===== config.mk =====
export PLATFORM = sky130hd
export DESIGN_NAME = msc_fifo
export DESIGN_NICKNAME = d
export VERILOG_FILES = /design/src/msc_pkg.sv /design/src/msc_fifo.sv
export SDC_FILE = /design/constraint.sdc
export NUM_CORES = 1
export LEC_CHECK = 0
export BUFFER_PORTS_ARGS = -buffer_cell sky130_fd_sc_hd__buf_2
export CORE_UTILIZATION = 35
export DETAILED_ROUTE_END_ITERATION = 12
export PLACE_DENSITY = 0.49
export SLEW_MARGIN = 20
export SYNTH_ARGS = -nofsm -noshare
export SYNTH_HDL_FRONTEND = slang
export SYNTH_SLANG_ARGS = --single-unit

===== constraint.sdc =====
create_clock -name aclk -period 5.6 [get_ports aclk]
set_input_delay 0.56 -clock aclk [delete_from_list [all_inputs] [get_ports aclk]]
set_output_delay 0.56 -clock aclk [all_outputs]
set_load 0.1 [all_outputs]

===== src/msc_pkg.sv =====
package msc_pkg;

    localparam int COORD_BITS_DEF = 32;
    localparam int VALUE_BITS_DEF = 16;
    localparam int TAG_BITS       = 16;
    localparam int CASE_BITS      = 4;
    localparam int COUNT_BITS     = 2;
    localparam int LANES          = 4;
    localparam int FIFO_DEPTH     = 4;
    localparam int CFG_ADDR_BITS  = 3;
    localparam int CFG_DATA_BITS  = 32;

    // Reset value of the level threshold before it is cut to the value width.
    localparam logic [31:0] LEVEL_RESET_VAL = 32'd32768;

    // Register indexes, taken from the word address.
    localparam logic REG_LEVEL = 1'b0;
    localparam logic REG_FLOOR = 1'b1;

    // Edge points; each is also the divider lane that computes it.
    localparam logic [1:0] EP_TOP = 2'd0;
    localparam logic [1:0] EP_BOT = 2'd1;
    localparam logic [1:0] EP_LFT = 2'd2;
    localparam logic [1:0] EP_RGT = 2'd3;

    typedef struct packed {
        logic [COUNT_BITS-1:0] count;
        logic [1:0]            p0;
        logic [1:0]            p1;
        logic [1:0]            p2;
        logic [1:0]            p3;
    } seg_plan_t;

    // Segment endpoints by marching-squares case.
    function automatic seg_plan_t seg_plan(input logic [CASE_BITS-1:0] cs);
        seg_plan_t p;
        p = '{count: 2'd0, p0: EP_TOP, p1: EP_TOP, p2: EP_TOP, p3: EP_TOP};
        case (cs)
            4'd1, 4'd14: p = '{count: 2'd1, p0: EP_TOP, p1: EP_LFT, p2: EP_TOP, p3: EP_TOP};
            4'd2, 4'd13: p = '{count: 2'd1, p0: EP_TOP, p1: EP_RGT, p2: EP_TOP, p3: EP_TOP};
            4'd4, 4'd11: p = '{count: 2'd1, p0: EP_BOT, p1: EP_RGT, p2: EP_TOP, p3: EP_TOP};
            4'd7, 4'd8:  p = '{count: 2'd1, p0: EP_BOT, p1: EP_LFT, p2: EP_TOP, p3: EP_TOP};
            4'd3, 4'd12: p = '{count: 2'd1, p0: EP_LFT, p1: EP_RGT, p2: EP_TOP, p3: EP_TOP};
            4'd6, 4'd9:  p = '{count: 2'd1, p0: EP_TOP, p1: EP_BOT, p2: EP_TOP, p3: EP_TOP};
            4'd5:        p = '{count: 2'd2, p0: EP_TOP, p1: EP_RGT, p2: EP_BOT, p3: EP_LFT};
            4'd10:       p = '{count: 2'd2, p0: EP_TOP, p1: EP_LFT, p2: EP_BOT, p3: EP_RGT};
            default:     p.count = 2'd0;
        endcase
        return p;
    endfunction

endpackage


===== src/msc_fifo.sv =====
module msc_fifo #(
    parameter int WIDTH = 8,
    parameter int DEPTH = msc_pkg::FIFO_DEPTH
) (
    input  logic             aclk,
    input  logic             aresetn,
    input  logic             push,
    input  logic [WIDTH-1:0] wr_data,
    input  logic             pop,
    output logic [WIDTH-1:0] rd_data,
    output logic             full,
    output logic             empty
);
    localparam int AW = (DEPTH > 1) ? $clog2(DEPTH) : 1;
    localparam int CW = $clog2(DEPTH + 1);

    logic [WIDTH-1:0] mem [DEPTH];
    logic [AW-1:0]    wr_ptr_reg, rd_ptr_reg;
    logic [CW-1:0]    count_reg;
    logic             do_push, do_pop;

    assign full    = count_reg == CW'(DEPTH);
    assign empty   = count_reg == '0;
    assign do_push = push && !full;
    assign do_pop  = pop && !empty;
    assign rd_data = mem[rd_ptr_reg];

    always_ff @(posedge aclk) begin
        if (!aresetn) begin
            wr_ptr_reg <= '0;
            rd_ptr_reg <= '0;
            count_reg  <= '0;
        end else begin
            if (do_push) begin
                wr_ptr_reg <= (wr_ptr_reg == AW'(DEPTH - 1)) ? '0 : wr_ptr_reg + 1'b1;
            end
            if (do_pop) begin
                rd_ptr_reg <= (rd_ptr_reg == AW'(DEPTH - 1)) ? '0 : rd_ptr_reg + 1'b1;
            end
            if (do_push && !do_pop) begin
                count_reg <= count_reg + 1'b1;
            end else if (do_pop && !do_push) begin
                count_reg <= count_reg - 1'b1;
            end
        end
        if (do_push) begin
            mem[wr_ptr_reg] <= wr_data;
        end
    end

endmodule


### After elaboration in Yosys (flattened, before gate mapping)

Memory sizes are Yosys's and may differ from the RTL's. A register that Yosys moved wholly into a read port is not among the register bits.
Cells that the tools add are included.
Widths: inputs -> output; s select.

| word-level totals | value |
|---|---|
| register bits after elaboration | 7 |
| RAM bits | 32 |
| input bits | 12 |
| output and inout port bits | 10 |
| logic and storage cells | 29 |
| memories | 1 |

Memory list:

| memory | depth | bits a word | rd ports | clocked after Yosys merged registers in | write ports | line | source |
|---|---|---|---|---|---|---|---|
| mem | 4 | 8 | 1 | 1 | 1 | msc_fifo.sv:17 | `logic [WIDTH-1:0] mem [DEPTH];` |

| cells by class | value |
|---|---|
| add/subtract/negate cells | 4 |
| equality and inequality tests | 3 |
| multiplexer cells | 8 |
| reductions and logical operators | 10 |

Operator list:

| cell | number |
|---|---|
| $mux 2 | 4 |
| $mux 3 | 2 |
| $add 2x1->2 const B | 2 |
| $eq 2x2->1 const B | 2 |
| $logic_and 1x1->1 | 4 |
| $logic_not 1->1 | 4 |
| $add 3x1->3 const B | 1 |
| $eq 3x3->1 const B | 1 |
| $logic_not 3->1 | 1 |
| $sub 3x1->3 const B | 1 |
| $mux 1 | 2 |
| $reduce_bool 2->1 | 1 |

### Logic depth before layout (Yosys ltp)

| logic depth | value |
|---|---|
| depth after elaboration | 7 |
| mapped depth | 9 |
| gate-level depth less buffers | 8 |

### Worst setup path after synthesis

No wires, ideal clock.

| timing | value |
|---|---|
| kind | register -> output |
| start point | register count_reg[0] |
| end point | output empty |
| arrival | 2.446 ns |
| data required time | 5.040 ns |
| slack | 2.594 ns |
| stages on the path, launching flop included | 2 |
| path through | dfxtp_1 > nor3_1 |

| on the way | value |
|---|---|
| longest elaborated chain between the ends | 1 |

RTL lines:

| what | line | source |
|---|---|---|
| from (decl) | msc_fifo.sv:19 | `logic [CW-1:0] count_reg;` |
| from (signal assigned) | msc_fifo.sv:41 | `count_reg <= count_reg + 1'b1;` |
| from (signal assigned) | msc_fifo.sv:43 | `count_reg <= count_reg - 1'b1;` |
| $logic_not 3->1 | msc_fifo.sv:23 | `assign empty = count_reg == '0;` |
| to (decl) | msc_fifo.sv:12 | `output logic empty` |

No other way between the ends.

==> flow_summary.json <==
{
  "htreeDepth": 2,
  "clockRootBuffer": "clkbuf_8",
  "hold_viol_final": 0,
  "die_w_um": 70.3,
  "n_antenna_cell": 0,
  "drtPass1Iterations": 4,
  "synth.cells.most_frequent": "edfxtp_1, dfxtp_1, mux4_2",
  "rsz0062_at_grt": "no",
  "timing.rr.start": "count_reg[0]",
  "core_area_um2": 4410,
  "relSlewSlack_pct": 61.6,
  "hold_end": "mem[0][7]",
  "ys_seq_elements": 41,
  "wl_mm": 2.61,
  "fin_tns_setup_ns": 0,
  "path_clk_slew_ns": 0.08,
  "seq_area_frac_synth_pct": 70.0,
  "synth.area.top_cells": "edfxtp_1, dfxtp_1, mux4_2",
  "drv_cap": 0,
  "maxUsedRoutingLayer": "met4",
  "total_power_mw": 1.11,
  "crit_arrival_ns": 1.86,
  "seq_area_um2": 1140,
  "post-route-period-util_pct": 43.3,
  "area_growth_pct": 17.6,
  "dp_cells": 162,
  "fin_util_pct": 43.4,
  "whs_path_depth": 1,
  "dr_wl_met3_um": 99,
  "dr.first_iter.drc_count": 26,
  "slew_violations": 0,
  "grt_usage_pct": 11.7,
  "critical_path_class": "flop to output port",
  "cp_max_fo": 8,
  "fin_skew_ns": 0.00903,
  "final_antenna_net_count": 0,
  "grt_max_degree": 14,
  "fin_cells": 170,
  "power.leakage_nw": 0.700,
  "post-cts-setup-buffers": 0,
  "drive_above_1_share_pct": 32.2,
  "multi_input_area_um2": 460,
  "yosysMostFrequentCell": "edfxtp_1",
  "die_height_um": 70.3,
  "cts.sinks": 41,
  "r2r_slack_ns": 3.19,
  "largest_register_ffs": 32,
  "synth_flop_cell": "edfxtp_1",
  "min_from": "wr_data[7]",
  "hpwl_mm": 1.73,
  "preCtsSetupSlack_ns": 3.10,
  "cp-start-kind": "flop",
  "status": "finished clean",
  "synth_cell_types": 23,
  "cts_buffers": 5,
  "postSynthAreaPerCell_um2": 17.5,
  "grt_pass1_vias": 852,
  "r2r_cells": 8,
  "fin_crit_ns": 2.42,
  "holdCritPathClass": "primary input to flop",
  "vias": 825,
  "r2r_end": "count_reg[2]",
  "io_pins": 22,
  "syn-num-nets": 112,
  "grt_pass1_wl_mm": 4.17,
  "cts_resized": 0,
  "yosys_warnings": 0,
  "wl_met1_mm": 1.12,
  "worstSetupEndpointType": "output port",
  "power-per-cell-area_nw_per_um2": 580,
  "setup_viol": 0,
  "async_flop_share_pct": 0,
  "yosysTopAreaCell": "edfxtp_1",
  "clockBufferDepth": 2,
  "synth_edf_count": 32,
  "postLayoutCellArea_um2": 1920,
  "max_slew.worst_pin.slew_ns": 0.572,
  "wl_per_cell_um": 15.3,
  "synth.top_cell.area_share_pct": 58.9,
  "synthCells": 93,
  "fmax_mhz": 413,
  "ctsHoldBuffers": 0,
  "rows": 24,
  "cp.required_ns": 5.04,
  "die_area_um2": 4940,
  "gp_congestion": 0.658,
  "setup_slack_ns": 3.18,
  "clk_latency_ns": 0.29,
  "grt_overflow": 0,
  "dr_wl_met2_mm": 1.37,
  "nNetsFinal": 136,
  "syn_area_um2": 1630,
  "cts_tree": "built",
  "vdd_drop_max_v": 0.000284,
  "antenna_found_initial": 0,
  "numPortBuffers": 21,
  "initial_core_util_pct": 36.9,
  "nFillCells": 404,
  "place_area_um2": 1780,
  "drc": 0,
  "fin_hold_ws_ns": 0.479,
  "via_per_inst": 4.85
}
[worst max-delay path, stage by stage (launching register included)]
cell and delay (ns):
dfxtp_1 0.68, mux4_2 0.58, buf_2 0.31
[placed cells by master, fill, tap and decap left out]
| master | Yosys | final |
|---|---|---|
| o21ai_0 | 3 | 3 |
| fa_1 | 1 | 1 |
| o31ai_1 | 1 | 1 |
| ha_1 | 6 | 6 |
| xor2_1 | 1 | 1 |
| xnor2_1 | 1 | 1 |
| edfxtp_1 | 32 | 32 |
| nor2_1 | 2 | 2 |
| clkbuf_8 | 0 | 5 |
| or3_1 | 1 | 1 |
| and2_1 | 5 | 5 |
| nor3_1 | 1 | 1 |
| a21boi_0 | 1 | 1 |
| clkinv_2 | 0 | 1 |
| mux2i_1 | 3 | 3 |
| dfxtp_1 | 9 | 9 |
| bufinv_16 | 0 | 2 |
| nor3b_2 | 1 | 1 |
| mux4_2 | 8 | 8 |
| buf_2 | 2 | 21 |
| nand3_1 | 2 | 2 |
| inv_1 | 3 | 3 |
| nand2_1 | 6 | 6 |
| nor2b_1 | 2 | 2 |
[cell type report]
type	count	share of cell area, %
flip-flops and latches	41	59.5
clock buffers	5	3.59
repair buffers	21	5.48
well taps	52	3.39
inverters	3	0.587
clock inverters	3	3.39
multi-input cells	45	24.0
[power breakdown]
group          switching (mW)  leakage, nW  internal [mW]
clock                   0.101       0.0681          0.177
sequential             0.0410        0.367          0.374
combinational           0.316        0.265          0.103
[routing by layer]
metal / track usage, % / vias to the layer above
met4: 4.67 / 0
met3: 5.48 / 2
met2: 18.6 / 16
met5: 0 / -
met1: 13.7 / 413
li1: - / 394
[how the worst max path moves through the flow]
stage                       startpoint            to  slack [ns]  cells after the start
after floorplan           count_reg[0]         empty        2.59                      1
after global placement            push  count_reg[2]        3.23                      8
after detailed placement          push  count_reg[2]        3.10                      8
after CTS                         flop    rd_data[4]        3.09                      2
after global routing              flop    rd_data[4]        3.03                      2
final                             flop    rd_data[5]        3.18                      2
[kinds of logic (layout without fill, tap and decap cells)]
logic type	count (synthesis)	count (layout)	share of synthesized area, %
buffers and inverters	7	32	1.76
AND/OR/NAND/NOR	20	20	6.60
flip-flops	41	41	70.0
XOR/XNOR	2	2	1.07
multiplexers	11	11	12.9
adder cells (fa/ha/maj)	7	7	5.83
AO/OA/AOI/OAI	5	5	1.84
Note: power is estimated with default switching activity, not from simulation.
